### src/design/crc8sfc_pkg.sv
`default_nettype none

package crc8sfc_pkg;

  localparam int unsigned ByteW     = 8;
  localparam int unsigned CountW    = 9;
  localparam int unsigned CfgIdxW   = 1;

  localparam logic [ByteW-1:0]  CrcPoly       = 8'h8C;
  localparam logic [ByteW-1:0]  CrcInit       = 8'hFF;
  localparam logic [ByteW-1:0]  HeaderReset   = 8'h7A;
  localparam logic [ByteW-1:0]  FooterReset   = 8'h0A;
  localparam logic [CountW-1:0] CountMax      = 9'd511;
  localparam logic [CountW-1:0] FrameOverhead = 9'd5;

  localparam logic [CountW-1:0] PosFirst   = 9'd0;
  localparam logic [CountW-1:0] PosCommand = 9'd1;
  localparam logic [CountW-1:0] PosLength  = 9'd2;

  localparam logic [CfgIdxW-1:0] CfgHeader = 1'b0;
  localparam logic [CfgIdxW-1:0] CfgFooter = 1'b1;

  typedef struct packed {
    logic [ByteW-1:0] rx_byte;
    logic             end_of_frame;
  } in_item_t;

  typedef struct packed {
    logic             frame_ok;
    logic [ByteW-1:0] command;
    logic [ByteW-1:0] payload_length;
  } out_item_t;

  // Reflected CRC8, one byte at a time: eight shift-and-reduce steps.
  function automatic logic [ByteW-1:0] crc8_update(input logic [ByteW-1:0] crc,
                                                   input logic [ByteW-1:0] data);
    logic [ByteW-1:0] v;
    v = crc ^ data;
    for (int k = 0; k < ByteW; k++) begin
      if (v[0]) begin
        v = (v >> 1) ^ CrcPoly;
      end else begin
        v = v >> 1;
      end
    end
    return v;
  endfunction

endpackage

`default_nettype wire

### src/design/crc8sfc_frame.sv
`default_nettype none

module crc8sfc_frame (
  input  wire logic                    clk_i,
  input  wire logic                    rst_ni,
  input  wire logic                    step_i,
  input  wire crc8sfc_pkg::in_item_t   item_i,
  input  wire logic [7:0]              header_i,
  input  wire logic [7:0]              footer_i,
  output crc8sfc_pkg::out_item_t       result_o
);
  import crc8sfc_pkg::*;

  logic [ByteW-1:0]  crc_q, crc_d;
  logic [CountW-1:0] count_q, count_d;
  logic [ByteW-1:0]  first_q, first_d;
  logic [ByteW-1:0]  cmd_q, cmd_d;
  logic [ByteW-1:0]  len_byte_q, len_byte_d;
  logic [ByteW-1:0]  older_q, older_d;
  logic [ByteW-1:0]  newer_q, newer_d;

  logic [ByteW-1:0]  crc_now;
  logic [ByteW-1:0]  first_now, cmd_now, len_byte_now;
  logic [CountW-1:0] len;
  logic              len_ok;

  always_comb begin
    // The byte two places back leaves the delay line and enters the CRC.
    crc_now      = (count_q >= PosLength) ? crc8_update(crc_q, older_q) : crc_q;
    first_now    = (count_q == PosFirst)   ? item_i.rx_byte : first_q;
    cmd_now      = (count_q == PosCommand) ? item_i.rx_byte : cmd_q;
    len_byte_now = (count_q == PosLength)  ? item_i.rx_byte : len_byte_q;
    len          = (count_q != CountMax) ? count_q + CountW'(1) : CountMax;
    len_ok       = (len >= FrameOverhead)
                   && ({1'b0, len_byte_now} == (len - FrameOverhead));

    // On the last byte the newest delayed byte is the CRC and the input is the footer.
    result_o.frame_ok       = len_ok && (first_now == header_i)
                              && (item_i.rx_byte == footer_i) && (crc_now == newer_q);
    result_o.command        = (len >= PosLength) ? cmd_now : '0;
    result_o.payload_length = (len >= 9'd3) ? len_byte_now : '0;

    if (item_i.end_of_frame) begin
      crc_d      = CrcInit;
      count_d    = '0;
      first_d    = '0;
      cmd_d      = '0;
      len_byte_d = '0;
      older_d    = '0;
      newer_d    = '0;
    end else begin
      crc_d      = crc_now;
      count_d    = len;
      first_d    = first_now;
      cmd_d      = cmd_now;
      len_byte_d = len_byte_now;
      older_d    = newer_q;
      newer_d    = item_i.rx_byte;
    end
  end

  always_ff @(posedge clk_i or negedge rst_ni) begin
    if (!rst_ni) begin
      crc_q      <= CrcInit;
      count_q    <= '0;
      first_q    <= '0;
      cmd_q      <= '0;
      len_byte_q <= '0;
      older_q    <= '0;
      newer_q    <= '0;
    end else if (step_i) begin
      crc_q      <= crc_d;
      count_q    <= count_d;
      first_q    <= first_d;
      cmd_q      <= cmd_d;
      len_byte_q <= len_byte_d;
      older_q    <= older_d;
      newer_q    <= newer_d;
    end
  end

endmodule

`default_nettype wire

### config.mk
export PLATFORM = sky130hd
export DESIGN_NAME = crc8sfc_frame
export DESIGN_NICKNAME = d
export VERILOG_FILES = /design/src/design/crc8sfc_pkg.sv /design/src/design/crc8sfc_frame.sv
export SDC_FILE = /design/constraint.sdc
export NUM_CORES = 1
export LEC_CHECK = 0
export BUFFER_PORTS_ARGS = -buffer_cell sky130_fd_sc_hd__buf_2
export CELL_PAD_IN_SITES_DETAIL_PLACEMENT = 0
export CELL_PAD_IN_SITES_GLOBAL_PLACEMENT = 1
export CORE_UTILIZATION = 30
export DETAILED_ROUTE_END_ITERATION = 8
export GPL_TIMING_DRIVEN = 0
export HOLD_SLACK_MARGIN = 0.03
export PLACE_DENSITY_LB_ADDON = 0.3
export REMOVE_ABC_BUFFERS = 1
export SETUP_SLACK_MARGIN = 0.3
export SYNTH_ARGS = -nofsm -noshare
export SYNTH_HDL_FRONTEND = slang
export SYNTH_SLANG_ARGS = --single-unit
export TNS_END_PERCENT = 100
### constraint.sdc
create_clock -name clk_i -period 6.35 [get_ports clk_i]
set_clock_uncertainty 0.15 [all_clocks]
set_input_delay 1.27 -clock clk_i [delete_from_list [all_inputs] [get_ports clk_i]]
set_output_delay 1.27 -clock clk_i [all_outputs]
set_load 0.1 [all_outputs]
; Yosys cells after proc, flatten, opt, wreduce, memory -nomap -nowiden
; Index checks and enable logic that the tools add are counted.
[totals]
input_bits = 28
latchBits = 0
romBits = 0
register_bits = 57
n_memories = 0
word_cells = 56
mem_bits_rw = 0
[classes]
n_shift = 0
magnitude_cmp = 4
eq_ne = 7
mux = 22
n_div = 0
addsub = 2
bitwise = 9
mul = 0
n_reduce_logical = 5
[op_table]
columns = op, n
row1 = $mux W8, 20
row2 = $ge A9 B2 Y1 const B, 3
row3 = $eq A8 B8 Y1, 3
row4 = $not A2 Y3, 8
row5 = $mux W9, 2
row6 = $add A9 B1 Y9 const B, 1
row7 = $eq A8 B9 Y1, 1
row8 = $eq A9 B1 Y1 const B, 1
row9 = $eq A9 B2 Y1 const B, 1
row10 = $ge A9 B3 Y1 const B, 1
row11 = $logic_not A9 Y1, 1
row12 = $ne A9 B9 Y1 const B, 1
row13 = $sub A9 B3 Y9 const B, 1
row14 = $xor A8 B8 Y8, 1
row15 = $logic_and A1 B1 Y1, 4

; Logic depth before layout (Yosys ltp)
; Gate-level depths: netlist of run 1.
[depth]
ltp_word = 20
depth_mapped = 15
depth_no_buf = 12

; Least setup slack after synthesis of run 1
; No wires, ideal clock.
[synth_path]
path_type = register to output
startpoint = register count_q[0]
endpoint = output port result_o[16] (netlist bit)
required_time_ns = 4.930
path_stages_with_launch = 16
arrival_time_ns = 4.830
slack_ns = 0.100
cell_sequence = dfrtp_1 ha_1 buf_2 nand4_1 or2_1 buf_2 and2_1 clkbuf_1 ha_1 nor2_1 o21a_1 o311a_1 or3_1 a2111oi_4 nand4_1 nor4b_2
[synth_lines]
columns = element, line
row1 = start: declaration, crc8sfc_frame.sv:15  ; logic [CountW-1:0] count_q, count_d;
row2 = start signal: assignment, crc8sfc_frame.sv:73  ; count_q <= count_d;
row3 = end: declaration, crc8sfc_frame.sv:10  ; output crc8sfc_pkg::out_item_t result_o

==> impl_metrics.ini, run 1 <==
[outcome]
status = finished clean

[placed_design]
io_buffers = 44
dp_slack_ns = 0.564
hpwl_um = 8690
gp_congestion = 0.800
dpl_cell_area_mm2 = 0.00457

[final_layout]
num_antenna_cells = 0
final_util_pct = 35.3
area_growth_pct = 15.2
fill_cells = 1456
drive_above_1_share_pct = 18.0
nets = 530
fin_area_mm2 = 0.00490

[setup_path]
crit_fanout = 11
cp.required_ns = 4.93
worst-setup-path-type = register to output pin
start_kind = register
end_kind = output pin
worstPathArrival_ns = 4.34

[logic_synthesis]
synthesis.area_mm2 = 0.00425
synth_xor_xnor_area_share_pct = 12.3
synth_enable_flop_cells = 0
yosys-top-cells-count = dfrtp_1, o21ai_0, nand2_1, nor2_1, xnor2_1
synth_cell_type_count = 71
syn_avg_cell_area_um2 = 9.11
synthArstFlopShare_pct = 100
ys_ff_latch = 57
syn_inst = 467
synth_most_common_cell = dfrtp_1
synth_top_family_by_area = compound AO/OA/AOI/OAI gates
synth_largest_area_cell = dfrtp_1
synthAdderAreaFrac_pct = 1.76
ys.flop_type = dfrtp_1
synth_seq_area_share_pct = 33.8
synthMuxAreaShare_pct = 6.44
synth-simple-area-share_pct = 20.3
yosysWarnings = 0
synth-compound-area-share_pct = 20.4
synth_top_area_share_pct = 28.8
synth.area.top_cells = dfrtp_1, xnor2_1, mux2i_1

[detailed_routing]
drt-pass1-iter-count = 5
num_vias = 3661
wl_um = 12200
routedWlPerCell_um = 17.9
vias_per_cell = 5.38
drtIter0Drc = 235
drc = 0
final_antenna_net_count = 0

[pwr]
powerDensity_mw_per_mm2 = 367
p_leak_nw = 2.17
vdd.ir_drop.worst_uv = 169

[clock_network]
cts.htree.levels = 3
cts_tree = yes
cts_setup_buffers = 0
clock_latency_ns = 0.33
clk_pin_slew_ns = 0.05
ctsRootBufferMaster = clkbuf_16
cts_sinks = 57
clockBufferDepth = 2
cts_made_buffers = 9

[sta]
period_minus_slack_ns = 5.76
hold_viol = 0
slew-limit-headroom_pct = 37.9
fin_ws_ns = 0.589
max_freq_mhz = 174
setup_viol = 0
drv_slew = 0
post-route-period-util_pct = 90.7
rsz0062_at_grt = false
finalSetupTns_ns = 0
max_slew.worst_pin.slew_ns = 0.929

[die]
fp.dieW_um = 121
ioPinCount = 45
dieArea_mm2 = 0.0147
die_height_um = 121
start_util_pct = 30.6
fp-row-count = 43
core_area_mm2 = 0.0139

[global_routing]
grt_usage_pct = 18.0
antenna_found_initial = 0
grt_pass1_vias = 3560
grt_first_pass_wirelength_um = 20100
grt_max_degree = 58
overflow = 0

[hold_path]
hold_path_class = register to register

[run]
max_cap_violations = 0
[metrics by stage]
stage                     cells  total power [mW]  hold slack, ns
after floorplan             441              1.10           0.296
after global placement      665              1.27           0.309
after detailed placement    665              1.28           0.319
after CTS                   680              1.81           0.334
after global routing        680              1.91           0.360
final                       680              1.80           0.331
[cells in the final DEF, fill, tap and decap left out, drive strengths merged, types with 2 or more instances in the layout]
master / count
ha: 6
and3: 12
buf: 44
clkbuf: 10
o22a: 6
nor4: 7
nand2: 37
nor2b: 3
mux2i: 25
o21ai: 40
o31ai: 3
or4: 5
nand3: 13
nor3: 3
xor3: 2
dfstp: 8
a211oi: 5
or2: 3
and2: 2
xnor2: 30
nand3b: 7
nor4b: 6
a31oi: 8
nand4: 5
o2bb2ai: 10
a21o: 3
bufinv: 2
a22oi: 7
a21oi: 26
o22ai: 6
xnor3: 4
clkinvlp: 2
inv: 23
nand2b: 11
xor2: 13
or3: 2
o211ai: 3
nor2: 31
dfrtp: 49
[critical path, cell delays in order (launching register included)]
cell	delay, ns
dfrtp_1	0.46
ha_1	0.37
nand4_1	0.22
or2_4	0.22
nor2b_2	0.25
ha_1	0.25
nor2_1	0.07
o21a_1	0.21
o311a_1	0.35
or3_1	0.35
a2111oi_4	0.37
nand4_1	0.17
nor4b_2	0.42
buf_6	0.28
[power breakdown]
group          internal (mW)  switching [mW]  total, mW  leakage [nW]
Clock                  0.351           0.177      0.528         0.151
Sequential             0.430          0.0575      0.487         0.744
Combinational          0.305           0.480      0.785          1.28
[cells by family (layout without fill, tap and decap cells)]
kind of cell | count (synthesis) | in the layout
DFF | 57 | 57
and+or+nand+nor | 151 | 151
adders and majority gates | 6 | 6
AOI/OAI and AO/OA | 129 | 129
xor gates and xnor gates | 49 | 49
buffers and inverters | 49 | 82
muxes | 26 | 26
[worst paths after layout]
path | end | startpoint | cells after the start | slack, ns
setup / recovery | result_o[16] | count_q[0] | 13 | 0.59
hold / removal | first_q[5] | first_q[5] | 1 | 0.33
setup reg to reg | first_q[7] | count_q[4] | 6 | 3.43
hold reg to reg | first_q[5] | first_q[5] | 1 | 0.33
max in group asynchronous | count_q[6] | rst_ni | 1 | 4.66
min in group asynchronous | len_byte_q[7] | rst_ni | 1 | 0.86
[state kept, by name (all words and copies together) (netlist names)]
name,cells
newer_q,8
older_q,8
first_q,8
len_byte_q,8
cmd_q,8
count_q,9
crc_q,8
[per-layer routing]
| metal | vias up | share of wire [%] | track usage (%) | routed length, µm |
|---|---|---|---|---|
| met5 | - | 0 | 0 | 0 |
| met4 | 0 | 2.2 | 6.87 | 269 |
| met3 | 20 | 4.1 | 2.77 | 497 |
| met2 | 93 | 46 | 27.5 | 5590 |
| met1 | 1792 | 48 | 25.4 | 5820 |
| li1 | 1756 | - | - | - |
[timing repair]
item,in CTS,in global routing
resized for setup,1,3
endpoints found under the setup margin,1,1
hold buffers,0,0
pin swaps,0,0
[area by class of cell]
class | instances | area, µm² | area share (%)
Timing Repair Buffer | 44 | 229 | 4.67
Tap cell | 180 | 225 | 4.59
Sequential cell | 57 | 1440 | 29.3
Clock buffer | 10 | 239 | 4.87
Clock inverter | 5 | 80.1 | 1.63
Inverter | 23 | 86.3 | 1.76
Multi-Input combinational cell | 361 | 2610 | 53.2
(Power assumes the default switching activity.)
==> run 2, diff against run 1 <==
clock period = 4.86 ns   (was 6.35 ns; I/O delays follow)
==> run 2 against run 1 <==
Die area unchanged. Worst setup slack lost 0.52 ns. First-iteration DRC count down 6.0%. Combinational power increased by 38%. Critical endpoint unchanged. Sequential power increased by 30%. Global-route usage up 0.37 points. Sequential share of layout area fell by 1.2 points. Power up 34%. Design area rose by 4.9%. Largest cell class unchanged.
==> impl_metrics.ini, run 2 (synthesis results as in run 1) <==
[outcome]
status = finished clean

[pwr]
vdd.ir_drop.worst_uv = 216
p_leak_nw = 2.29
p_switching_uw = 957
p_int_mw = 1.45
pwr-share-clk_pct = 28.8
powerDensity_mw_per_mm2 = 468
p_comb_share_pct = 44.8
power_switching_share_pct = 39.8
sequentialPowerShare_pct = 26.4

[placed_design]
dp_cells = 665
dp_slack_ns = -0.628
dpl_cell_area_mm2 = 0.00457
io_buffers = 44
hpwl_um = 8690
gp_congestion = 0.800

[run]
max_cap_violations = 0

[hold_path]
hold_path_class = register to register

[sta]
period_minus_slack_ns = 4.79
post-route-period-util_pct = 98.5
hold_viol = 0
drv_slew = 0
hold_slack_ns = 0.328
setup_viol = 0
slew-limit-headroom_pct = 47.7
max_freq_mhz = 209
max_slew.worst_pin.slew_ns = 0.785
rsz0062_at_grt = true
fin_ws_ns = 0.0731

[final_layout]
num_antenna_cells = 0
nets = 549
area_growth_pct = 20.9
final_util_pct = 37.1
fin_cells = 699
drive_above_1_share_pct = 24.3
top_register = count_q
final_cell_mix = dfrtp_1, buf_2, o21ai_0
fin_area_mm2 = 0.00514
largest_register_ffs = 9

[detailed_routing]
vias_per_cell = 5.43
final_antenna_net_count = 0
routedWlPerCell_um = 18.1
wl_um = 12700
num_vias = 3797
drtIter0Drc = 221
drt-pass1-iter-count = 7
drc = 0

[global_routing]
grt_first_pass_wirelength_um = 20500
grt_usage_pct = 18.4
antenna_found_initial = 0
grt_pass1_vias = 3639
overflow = 0
grt_max_degree = 58

[clock_network]
clock_latency_ns = 0.34
ctsRootBufferMaster = clkbuf_16
clockBufferDepth = 2
cts_sinks = 57
clk_pin_slew_ns = 0.05
cts_tree = yes
cts.htree.levels = 3
cts_made_buffers = 9

[setup_path]
worstPathArrival_ns = 3.66
start_kind = register
end_kind = output pin
cp.required_ns = 3.74
worst-setup-path-type = register to output pin
crit_fanout = 4

[die]
core_area_mm2 = 0.0139
start_util_pct = 30.6
fp-row-count = 43
fp.dieW_um = 121
die_height_um = 121
ioPinCount = 45
dieArea_mm2 = 0.0147
run 2: cell types whose count changed in the layout (fill, tap and decap cells not counted), moves of 2 or more:
| cell | change |
|---|---|
| buf_4 | +19 |
| ha_1 | -2 |
| dfrtp_2 | +7 |
| dfrtp_1 | -7 |
| ha_4 | +2 |
run 2: stage by stage:
stage / TNS, ns / power, mW
2_1_floorplan: -1.03 / 1.44
3_3_place_gp: -0.711 / 1.66
3_5_place_dp: -0.628 / 1.67
4_1_cts: 0 / 2.40
5_1_grt: -0.0342 / 2.54
6_report: 0 / 2.41
run 2: final timing paths:
check                                start  cells past startpoint       endpoint  slack (ns)
worst max register to register  count_q[1]                      8     first_q[7]        2.27
worst min register to register  first_q[0]                      1     first_q[0]        0.33
min in group asynchronous           rst_ni                      1  len_byte_q[7]        0.55
worst min-delay path            first_q[0]                      1     first_q[0]        0.33
max in group asynchronous           rst_ni                      1     count_q[6]        3.45
worst max-delay path            count_q[1]                     13   result_o[16]        0.07
run 2: power by group through the flow:
stage	combinational [mW]	sequential (mW)	clock (mW)
detailed placement	1.02	0.644	0
floorplan	0.816	0.623	0
global placement	1.02	0.638	0
global route	1.17	0.647	0.727
finish	1.08	0.635	0.693
CTS	1.06	0.635	0.706
run 2: cell type report:
class	count	area (µm²)
Fill cell	1444	8740
Multi-Input combinational cell	361	2700
Sequential cell	57	1450
Timing Repair Buffer	63	372
Clock buffer	10	239
Tap cell	180	225
Inverter	23	86.3
Clock inverter	5	80.1
run 2: routing by layer:
layer	vias up	global-route usage, %	wire length [µm]
met5	-	0	0
met4	0	6.94	234
met3	22	2.73	643
met2	117	28.6	5950
met1	1861	25.6	5820
li1	1797	-	-
run 2: worst max-delay path: stages (launching register included):
cell and delay (ns):
dfrtp_2 0.44, ha_4 0.18, nand4_1 0.12, or2_4 0.17, nor2b_4 0.19, ha_4 0.16, nor2b_1 0.05, o21ba_2 0.21
o311a_1 0.35, or3_4 0.34, a2111oi_4 0.30, nand4_1 0.21, nor4b_4 0.33, buf_6 0.27
run 2: timing repair:
item,in CTS,in global routing
setup buffers,13,6
gates resized for setup,23,5
hold buffers,0,0
hold endpoints to repair,0,0
endpoints found under the setup margin,9,9
gates cloned,0,0
pin swaps,8,2
